## src/hw/rtl/best_fit_gap_select_defines.svh

```systemverilog
// assertion macros for the gap selector
`ifndef BEST_FIT_GAP_SELECT_DEFINES_SVH
`define BEST_FIT_GAP_SELECT_DEFINES_SVH

`ifndef ASSERT_OFF
// checked outside reset
`define BFGS_ASSERT(lbl, prop, msg) \
  lbl: assert property (@(posedge clk) disable iff (rst) prop) else $error(msg);
// checked on every edge, reset included
`define BFGS_ASSERT_ALWAYS(lbl, prop, msg) \
  lbl: assert property (@(posedge clk) prop) else $error(msg);
`else
`define BFGS_ASSERT(lbl, prop, msg)
`define BFGS_ASSERT_ALWAYS(lbl, prop, msg)
`endif

`endif

```

## src/hw/rtl/bfgs_pkg.sv

```systemverilog
// shared types and constants for the gap selector
package bfgs_pkg;

  localparam int FIELD_W = 32;
  localparam int DIST_W  = 34;
  localparam int INDEX_W = 5;

  typedef logic [DIST_W-1:0] dist_t;
  typedef logic [1:0]        rule_t;
  typedef logic [1:0]        tally_t;

  // 99999 in 16.16
  localparam dist_t DIST_START = 34'd6553534464;

  localparam rule_t RULE_CONTAIN   = 2'd0;
  localparam rule_t RULE_ONLY_FIT  = 2'd1;
  localparam rule_t RULE_BEST_FIT  = 2'd2;
  localparam rule_t RULE_BEST_MISS = 2'd3;

  localparam tally_t TALLY_NONE = 2'd0;
  localparam tally_t TALLY_ONE  = 2'd1;
  localparam tally_t TALLY_MANY = 2'd2;

  typedef struct packed {
    logic  contains;
    logic  fits;
    dist_t foot_dist;
  } gap_eval_t;

endpackage

```

## src/hw/rtl/bfgs_gap_eval.sv

```systemverilog
// per-gap tests: containment, fit and foot distance
module bfgs_gap_eval (
  input  logic signed [bfgs_pkg::FIELD_W-1:0] gap_bottom,
  input  logic signed [bfgs_pkg::FIELD_W-1:0] gap_top,
  input  logic signed [bfgs_pkg::FIELD_W-1:0] foot_z,
  input  logic signed [bfgs_pkg::FIELD_W-1:0] head_z,
  output bfgs_pkg::gap_eval_t                 eval
);

  logic signed [bfgs_pkg::DIST_W-1:0] f_x;
  logic signed [bfgs_pkg::DIST_W-1:0] c_x;
  logic signed [bfgs_pkg::DIST_W-1:0] z1_x;
  logic signed [bfgs_pkg::DIST_W-1:0] z2_x;
  logic signed [bfgs_pkg::DIST_W-1:0] foot_off;
  logic signed [bfgs_pkg::DIST_W-1:0] span;
  logic signed [bfgs_pkg::DIST_W-1:0] room;

  assign f_x  = bfgs_pkg::DIST_W'(gap_bottom);
  assign c_x  = bfgs_pkg::DIST_W'(gap_top);
  assign z1_x = bfgs_pkg::DIST_W'(foot_z);
  assign z2_x = bfgs_pkg::DIST_W'(head_z);

  // differences are exact at 34 bits
  assign foot_off = z1_x - f_x;
  assign span     = z2_x - z1_x;
  assign room     = c_x - f_x;

  always_comb begin
    eval.contains = (foot_z >= gap_bottom) && (head_z <= gap_top);
    eval.fits     = (span <= room);
    if (foot_off[bfgs_pkg::DIST_W-1]) begin
      eval.foot_dist = bfgs_pkg::dist_t'(-foot_off);
    end else begin
      eval.foot_dist = bfgs_pkg::dist_t'(foot_off);
    end
  end

endmodule

```

## src/hw/rtl/best_fit_gap_select.sv

```systemverilog
// gap selector: the last gap's beat passes the input, test and result registers
// (input register, test register, result register) before its result appears;
// it waits in the test register while a held result is stalled; throughput one
// gap per cycle while in_stall is low, bounded by the running-minimum update register
// rst (synchronous) empties all stages and clears the list state
`include "best_fit_gap_select_defines.svh"

module best_fit_gap_select #(
  parameter int MAX_GAPS = 32
) (
  input  logic                                clk,
  input  logic                                rst,
  input  logic                                in_valid,
  output logic                                in_stall,
  input  logic signed [bfgs_pkg::FIELD_W-1:0] gap_bottom,
  input  logic signed [bfgs_pkg::FIELD_W-1:0] gap_top,
  input  logic signed [bfgs_pkg::FIELD_W-1:0] foot_z,
  input  logic signed [bfgs_pkg::FIELD_W-1:0] head_z,
  input  logic                                last_gap,
  output logic                                out_valid,
  input  logic                                out_stall,
  output logic [bfgs_pkg::INDEX_W-1:0]        chosen_index,
  output logic                                chosen_valid,
  output bfgs_pkg::rule_t                     choice_rule
);

  localparam int POS_W = $clog2(MAX_GAPS);
  localparam logic [POS_W-1:0] POS_MAX = POS_W'(MAX_GAPS - 1);

  // input stage
  logic                                a_v;
  logic signed [bfgs_pkg::FIELD_W-1:0] a_bottom;
  logic signed [bfgs_pkg::FIELD_W-1:0] a_top;
  logic signed [bfgs_pkg::FIELD_W-1:0] a_foot;
  logic signed [bfgs_pkg::FIELD_W-1:0] a_head;
  logic                                a_last;
  bfgs_pkg::gap_eval_t                 a_eval;

  // test stage
  logic                b_v;
  logic                b_last;
  bfgs_pkg::gap_eval_t b_eval;

  // handshake
  logic out_free;
  logic b_go;
  logic b_free;
  logic a_free;
  logic in_take;

  // list state
  logic [POS_W-1:0]     gap_position;
  logic                 contain_found;
  logic [POS_W-1:0]     contain_index;
  bfgs_pkg::tally_t     fit_tally;
  logic [POS_W-1:0]     fit_recent_index;
  logic [POS_W-1:0]     fit_best_index;
  bfgs_pkg::dist_t      fit_best_distance;
  logic                 fit_hit;
  logic [POS_W-1:0]     nofit_best_index;
  bfgs_pkg::dist_t      nofit_best_distance;
  logic                 nofit_found;

  logic                 contain_found_next;
  logic [POS_W-1:0]     contain_index_next;
  bfgs_pkg::tally_t     fit_tally_next;
  logic [POS_W-1:0]     fit_recent_index_next;
  logic [POS_W-1:0]     fit_best_index_next;
  bfgs_pkg::dist_t      fit_best_distance_next;
  logic                 fit_hit_next;
  logic [POS_W-1:0]     nofit_best_index_next;
  bfgs_pkg::dist_t      nofit_best_distance_next;
  logic                 nofit_found_next;

  logic                 res_valid;
  logic [POS_W-1:0]     res_idx;
  bfgs_pkg::rule_t      res_rule;
  logic [POS_W+4:0]     idx_ext;

  assign out_free = !out_valid || !out_stall;
  assign b_go     = b_v && (!b_last || out_free);
  assign b_free   = !b_v || b_go;
  assign a_free   = !a_v || b_free;
  assign in_stall = !a_free;
  assign in_take  = in_valid && a_free;

  always_ff @(posedge clk) begin
    if (rst) begin
      a_v <= 1'b0;
    end else if (a_free) begin
      a_v <= in_valid;
    end
  end

  always_ff @(posedge clk) begin
    if (in_take) begin
      a_bottom <= gap_bottom;
      a_top    <= gap_top;
      a_foot   <= foot_z;
      a_head   <= head_z;
      a_last   <= last_gap;
    end
  end

  bfgs_gap_eval u_eval (
    .gap_bottom (a_bottom),
    .gap_top    (a_top),
    .foot_z     (a_foot),
    .head_z     (a_head),
    .eval       (a_eval)
  );

  always_ff @(posedge clk) begin
    if (rst) begin
      b_v <= 1'b0;
    end else if (b_free) begin
      b_v <= a_v;
    end
  end

  always_ff @(posedge clk) begin
    if (b_free && a_v) begin
      b_eval <= a_eval;
      b_last <= a_last;
    end
  end

  // fold this gap into the running choice
  always_comb begin
    contain_found_next       = contain_found;
    contain_index_next       = contain_index;
    fit_tally_next           = fit_tally;
    fit_recent_index_next    = fit_recent_index;
    fit_best_index_next      = fit_best_index;
    fit_best_distance_next   = fit_best_distance;
    fit_hit_next             = fit_hit;
    nofit_best_index_next    = nofit_best_index;
    nofit_best_distance_next = nofit_best_distance;
    nofit_found_next         = nofit_found;
    if (!contain_found) begin
      if (b_eval.contains) begin
        contain_found_next = 1'b1;
        contain_index_next = gap_position;
      end else if (b_eval.fits) begin
        if (fit_tally != bfgs_pkg::TALLY_MANY) begin
          fit_tally_next = fit_tally + bfgs_pkg::TALLY_ONE;
        end
        fit_recent_index_next = gap_position;
        if (b_eval.foot_dist < fit_best_distance) begin
          fit_best_distance_next = b_eval.foot_dist;
          fit_best_index_next    = gap_position;
          fit_hit_next           = 1'b1;
        end
      end else if (b_eval.foot_dist < nofit_best_distance) begin
        nofit_best_distance_next = b_eval.foot_dist;
        nofit_best_index_next    = gap_position;
        nofit_found_next         = 1'b1;
      end
    end
  end

  // final pick for a list ending with this gap
  always_comb begin
    res_valid = 1'b0;
    res_idx   = '0;
    res_rule  = bfgs_pkg::RULE_CONTAIN;
    if (contain_found_next) begin
      res_valid = 1'b1;
      res_idx   = contain_index_next;
      res_rule  = bfgs_pkg::RULE_CONTAIN;
    end else if (fit_tally_next == bfgs_pkg::TALLY_ONE) begin
      res_valid = 1'b1;
      res_idx   = fit_recent_index_next;
      res_rule  = bfgs_pkg::RULE_ONLY_FIT;
    end else if (fit_tally_next == bfgs_pkg::TALLY_MANY) begin
      // only counts if some fitting gap beat the start distance
      if (fit_hit_next) begin
        res_valid = 1'b1;
        res_idx   = fit_best_index_next;
        res_rule  = bfgs_pkg::RULE_BEST_FIT;
      end
    end else if (nofit_found_next) begin
      res_valid = 1'b1;
      res_idx   = nofit_best_index_next;
      res_rule  = bfgs_pkg::RULE_BEST_MISS;
    end
    // one-gap list always returns its gap
    if (gap_position == '0) begin
      res_valid = 1'b1;
      res_idx   = '0;
      if (!contain_found_next && fit_tally_next == bfgs_pkg::TALLY_NONE) begin
        res_rule = bfgs_pkg::RULE_BEST_MISS;
      end
    end
    if (!res_valid) begin
      res_idx  = '0;
      res_rule = bfgs_pkg::RULE_CONTAIN;
    end
  end

  assign idx_ext = {5'b0, res_idx};

  always_ff @(posedge clk) begin
    if (rst || (b_go && b_last)) begin
      gap_position        <= '0;
      contain_found       <= 1'b0;
      contain_index       <= '0;
      fit_tally           <= bfgs_pkg::TALLY_NONE;
      fit_recent_index    <= '0;
      fit_best_index      <= '0;
      fit_best_distance   <= bfgs_pkg::DIST_START;
      fit_hit             <= 1'b0;
      nofit_best_index    <= '0;
      nofit_best_distance <= bfgs_pkg::DIST_START;
      nofit_found         <= 1'b0;
    end else if (b_go) begin
      if (gap_position != POS_MAX) begin
        gap_position <= gap_position + 1'b1;
      end
      contain_found       <= contain_found_next;
      contain_index       <= contain_index_next;
      fit_tally           <= fit_tally_next;
      fit_recent_index    <= fit_recent_index_next;
      fit_best_index      <= fit_best_index_next;
      fit_best_distance   <= fit_best_distance_next;
      fit_hit             <= fit_hit_next;
      nofit_best_index    <= nofit_best_index_next;
      nofit_best_distance <= nofit_best_distance_next;
      nofit_found         <= nofit_found_next;
    end
  end

  always_ff @(posedge clk) begin
    if (rst) begin
      out_valid <= 1'b0;
    end else if (b_go && b_last) begin
      out_valid <= 1'b1;
    end else if (!out_stall) begin
      out_valid <= 1'b0;
    end
  end

  always_ff @(posedge clk) begin
    if (b_go && b_last) begin
      chosen_index <= idx_ext[bfgs_pkg::INDEX_W-1:0];
      chosen_valid <= res_valid;
      choice_rule  <= res_rule;
    end
  end

  `BFGS_ASSERT(a_last_gives_beat, b_go && b_last |=> out_valid, "last gap produced no result beat")
  `BFGS_ASSERT(a_list_cleared, b_go && b_last |=> gap_position == '0 && !contain_found && fit_tally == bfgs_pkg::TALLY_NONE && !nofit_found, "list state not cleared after last gap")
  `BFGS_ASSERT(a_contain_sticks, contain_found && !(b_go && b_last) |=> contain_found, "containing gap lost within a list")
  `BFGS_ASSERT(a_no_pick_zero, out_valid && !chosen_valid |-> chosen_index == '0 && choice_rule == bfgs_pkg::RULE_CONTAIN, "empty pick with nonzero index or rule")
  `BFGS_ASSERT_ALWAYS(a_tally_range, fit_tally !== 2'd3, "fit tally past saturation")

endmodule

```

## config.mk

```make
export PLATFORM = sky130hd
export DESIGN_NAME = best_fit_gap_select
export DESIGN_NICKNAME = d
export VERILOG_FILES = /design/src/hw/rtl/bfgs_pkg.sv /design/src/hw/rtl/bfgs_gap_eval.sv /design/src/hw/rtl/best_fit_gap_select.sv
export VERILOG_INCLUDE_DIRS = /design/src /design/src/hw/rtl
export SDC_FILE = /design/constraint.sdc
export NUM_CORES = 1
export LEC_CHECK = 0
export ABC_AREA = 1
export BUFFER_PORTS_ARGS = -buffer_cell sky130_fd_sc_hd__buf_2
export CAP_MARGIN = 20
export CORE_MARGIN = 8
export CORE_UTILIZATION = 42
export DETAILED_ROUTE_END_ITERATION = 6
export SLEW_MARGIN = 20
export SYNTH_ARGS = -nofsm -noshare
export SYNTH_HDL_FRONTEND = slang
export SYNTH_HIERARCHICAL = 1
export SYNTH_SLANG_ARGS = --single-unit
export TNS_END_PERCENT = 1
```

## constraint.sdc

```tcl
create_clock -name clk -period 11.3 [get_ports clk]
set_input_delay 0.565 -clock clk [delete_from_list [all_inputs] [get_ports clk]]
set_output_delay 0.565 -clock clk [all_outputs]
set_load 0.05 [all_outputs]
```

Word-level counts from Yosys, hierarchy flattened
Cells that the tools add are included.
- register bits: 275
- bits of input ports: 133
- output and inout bits: 10
- logic and storage cells: 119
- reductions and logical operators: 24
- add/subtract/negate cells: 6
- $lt $le $gt $ge: 5
- bitwise logic cells: 4
- multiplexer cells: 48
- equal/unequal tests: 5
- operators with widths (operator ; count):
    $sub 32x32->33 ; 3
    $mux 5 ; 18
    $lt 34x34->1 ; 2
    $le 34x34->1 ; 1
    $neg 33->34 ; 1
    $mux 33 ; 1
    $ge 32x32->1 ; 1
    $le 32x32->1 ; 1
    $mux 2 ; 11
    $mux 1 ; 18
    $reduce_and 5->1 ; 2
    $logic_not 1->1 ; 7
    $logic_and 1x1->1 ; 6
    $add 5x1->5 const B ; 1
    $logic_not 5->1 ; 1
    $logic_or 1x1->1 ; 5
    $ne 5x5->1 const B ; 1
    $not 1->1 ; 4
    $add 2x1->2 const B ; 1
    $eq 2x1->1 const B ; 1
    $eq 2x2->1 const B ; 1
    $logic_not 2->1 ; 1
    $ne 2x1->1 const B ; 1
    $ne 2x2->1 const B ; 1
    2 further kinds ; 2

Depth between registers and ports, before layout
- depth after elaboration: 12
- depth in mapped cells: 23
- depth with buffers taken out: 23

Modules after synthesis
The synthesis kept the hierarchy.
- by module, submodules not included (module ; cells an instance ; times used ; area each (µm²) ; sequential area each (µm²)):
    best_fit_gap_select ; 1004 ; 1 ; 11078.1 ; 7247.0
    bfgs_gap_eval ; 1570 ; 1 ; 8653.3 ; 0.0

Least setup slack after synthesis
OpenSTA, ideal clock, no wires.
- path kind: input -> register
- start: in out_stall
- end: reg a_bottom[0] (netlist name) (enable)
- setup slack: 4.249 ns
- arrival: 6.432 ns
- buffers on the path: 0
- required time: 10.681 ns
- stages on the path: 5
- setup time: 0.619 ns
- cell sequence: nand2_1 -> inv_1 -> nand3_1 -> nor2_1 -> nor2_1
- longest elaborated chain between the ends: 7
- RTL lines (item ; RTL line ; source):
    from (decl) ; best_fit_gap_select.sv:21 ; input logic out_stall,
    $logic_not 1->1 ; - ;
    $logic_or 1x1->1 ; best_fit_gap_select.sv:80 ; assign out_free = !out_valid || !out_stall;
    $logic_or 1x1->1 ; best_fit_gap_select.sv:81 ; assign b_go = b_v && (!b_last || out_free);
    $logic_and 1x1->1 ; best_fit_gap_select.sv:81 ;
    $logic_or 1x1->1 ; best_fit_gap_select.sv:82 ; assign b_free = !b_v || b_go;
    $logic_or 1x1->1 ; best_fit_gap_select.sv:83 ; assign a_free = !a_v || b_free;
    $logic_and 1x1->1 ; best_fit_gap_select.sv:85 ; assign in_take = in_valid && a_free;
    named net in_take ; best_fit_gap_select.sv:49 ; logic in_take;
    to (signal assigned) ; best_fit_gap_select.sv:97 ; a_bottom <= gap_bottom;
    to (decl) ; best_fit_gap_select.sv:32 ; logic signed [bfgs_pkg::FIELD_W-1:0] a_bottom;
The timed path passes the listed nets, and every way through them passes these cells.
A chain may end at the register's enable or synchronous reset.

==> out/summary.txt <==
Outcome - finished clean
Synth Area in Compound Gates - 13.15%
Simple-gate portion of the synthesized area - 21.72%
Power density cells - 153.5 mW/mm^2
Post-synth ARST share - 0%
Layout cells sized above 1 - 8.965%
CP Capture Type - flop
Global-route wire length before repair - 84270 um
Antenna diodes - 0
Yosys top cell area share - 26.48%
CP Class - flop to flop
HPWL after DPL - 43330 um
Number of remaining DRC errors - 0
CTS buffer count - 31
Clock Sinks - 275
Multi-input logic area - 0.01067 mm^2
Vias in the first global route - 16.63k
CTS Buffer Depth - 3
Routed wl met2 - 25530 um
Sequential Area - 0.007247 mm^2
Final net count - 3088
CTS clock-pin slew for the worst setup and hold paths - 0.06 ns
Max-cap check violation count - 0
Synth Area in XOR/XNOR - 3.995%
Initial DRC count - 971
Final Hold Fails - 0
Root buffer cell - clkbuf_16
Most frequent cells after synthesis - nand2_1, inv_1, a21oi_1, ha_1, edfxtp_1
Routed WL - 53180 um
Clock skew - 0.01014 ns
Pre-CTS WS - 6.841 ns
Post-cts resize count - 0
Avg Cell Area, Syn - 7.666 um^2
FP Rows - 79
Final Critical Period - 4.501 ns
Fmax - 222.2 MHz
Synth area leaders - edfxtp_1, ha_1, nand2_1
Critical path peak fanout - 3
Initial core utilization - 42.47%
Syn Std Cell Area - 0.01973 mm^2
Post-Synth Adder-Cell Area - 15.08%
Synth area leader - edfxtp_1
Slew Limit Fails - 0
Post-synthesis mux area share - 0%
TritonCTS clock tree - yes
Vias - 17.01k
H-Tree Depth - 1
Core ar. - 0.04646 mm^2
Number of synthesized flops with an enable pin - 174
Met3 routed WL - 2731 um
Crit path required time - 11.64 ns
Worst VDD drop - 0.1238 mV
Syn_nets - 2943
Seq cells post-synth - 275
Post-synthesis sequential area ratio - 36.73%
Mapped Cells - 2574
Clock Latency Late Sink - 0.58 ns
Pin count of the biggest net entering global routing - 76
Initial antenna violation count - 0
Leakage - 10.65 nW
Setup-failing EPs final - 0
Synth warn - 6
Wire length per cell - 15.87 um
Grt ovf - 0
Die Y - 232.7 um
Met1 Routed Length - 23250 um
Die X - 232.7 um
DR top layer - met4
Post-CTS setup buffer count - 0
DRT antenna net count - 0
Worst-margin pin slew - 0.9398 ns
I/O pin count - 143
Setup ws final - 6.799 ns
GRT Util Overall - 19.29%
CTS Hold Bufs - 0
Area growth, synth to finish - 11.87%
Die area - 0.05417 mm^2
Worst Setup Start Kind - flop
Setup TNS - 0 ns
Unrepaired setup endpoints after global routing - false
Max-Slew Margin vs Limit - 37.35%
Final RePlAce weighted congestion - 0.9249
Filler Cell Count - 4624
Vias per inst - 5.077
Crit path DAT - 4.84 ns
DR pass1 iterations - 5
HP Class - primary input to flop
PortBufs - 142
Most frequent cell after synthesis - nand2_1
Largest family of logic cells by synthesized area - simple AND/OR/NAND/NOR gates
Netlist cell types - 55
Ys flop type - edfxtp_1
Crit share post-route - 39.83%
[placed cells by master, fill, tap and decap left out, types with 5 or more instances in the layout]
cell type,netlist,routed
o211ai_1,5,5
nor4_1,5,5
nand3_2,5,5
xor2_1,51,51
xnor2_1,34,34
nand2_1,653,653
a21boi_0,9,9
nand3_1,89,89
edfxtp_1,174,174
inv_2,7,8
nor2_1,165,164
a21oi_1,257,257
buf_2,4,142
clkbuf_1,21,13
ha_1,233,233
a21o_1,12,12
nor2_4,5,6
nand4_1,34,34
dfxtp_1,101,101
a21oi_2,5,5
a31oi_1,8,7
nor2_2,6,6
o21a_1,10,10
nor3_1,17,17
o21ai_0,137,137
nand2_2,11,11
nand3b_1,15,15
clkbuf_16,0,31
inv_1,434,433
o21ai_1,21,21
[per-layer routing]
layer  vias up  GRT usage (%)
met2       424          33.68
li1       8753              -
met5         -              0
met3       103          2.716
met4         0          6.432
met1      7734          24.21
[final timing paths]
kind	from	endpoint	slack, ns	depth (start not counted)
hold / removal	head_z[28]	a_head[28]$_DFFE_PP_	0.16	1
setup reg to reg	a_bottom[0]$_DFFE_PP_	b_eval[34]$_DFFE_PP_	6.80	16
hold reg to reg	a_last$_DFFE_PP_	b_last$_DFFE_PP_	0.43	0
setup / recovery	a_bottom[0]$_DFFE_PP_	b_eval[34]$_DFFE_PP_	6.80	16
[sequential cells by signal, summed over array words and instances (netlist names), 32 cells and up]
name,cells
fit_best_distance,34
a_bottom,32
nofit_best_distance,34
a_top,32
b_eval,36
a_foot,32
a_head,32
[kinds of logic after synthesis]
| group | Yosys count |
|---|---|
| AOI/OAI and AO/OA | 481 |
| xor gates and xnor gates | 87 |
| adders and majority gates | 236 |
| buffers and inverters | 476 |
| DFF | 275 |
| other | 1 |
| and+or+nand+nor | 1018 |
[worst max-delay path, stage by stage (launching register included)]
cell and delay [ns]:
edfxtp_1 0.41, ha_1 0.25, fa_1 0.41, o21ai_0 0.33, a21oi_1 0.21, o21ai_0 0.52, a21boi_0 0.27, o31ai_1 0.39
xnor2_1 0.14, ha_1 0.31, nand4_1 0.16, nor4_1 0.42, nand3b_1 0.16, nand3_1 0.11, nand2_1 0.05, nand2_1 0.06
inv_1 0.05
[area by class of cell]
type / instances / share of cell area [%]
Timing Repair Buffer: 146 / 3.356
Sequential cell: 275 / 32.83
Tap cell: 607 / 3.441
Clock buffer: 46 / 3.860
Clock inverter: 12 / 0.6632
Multi-Input combinational cell: 1823 / 48.33
Inverter: 442 / 7.516
[metrics by stage]
stage / utilization (%) / cell area [um^2] / instances / hold slack [ns] / power, mW
after global routing: 47.51 / 22070 / 3351 / 0.1181 / 3.640
after global placement: 45.36 / 21080 / 3293 / 0.4118 / 2.393
after floorplan: - / 19730 / 2574 / 0.4003 / 2.080
final: 47.51 / 22070 / 3351 / 0.1607 / 3.389
after detailed placement: 45.36 / 21080 / 3293 / 0.4194 / 2.406
after CTS: 47.51 / 22070 / 3351 / 0.1150 / 3.421
[where the power goes]
group	switching, mW	internal (mW)
logic	0.741	0.419
clock network	0.408	0.589
registers	0.0640	1.17
(Power assumes the default switching activity.)
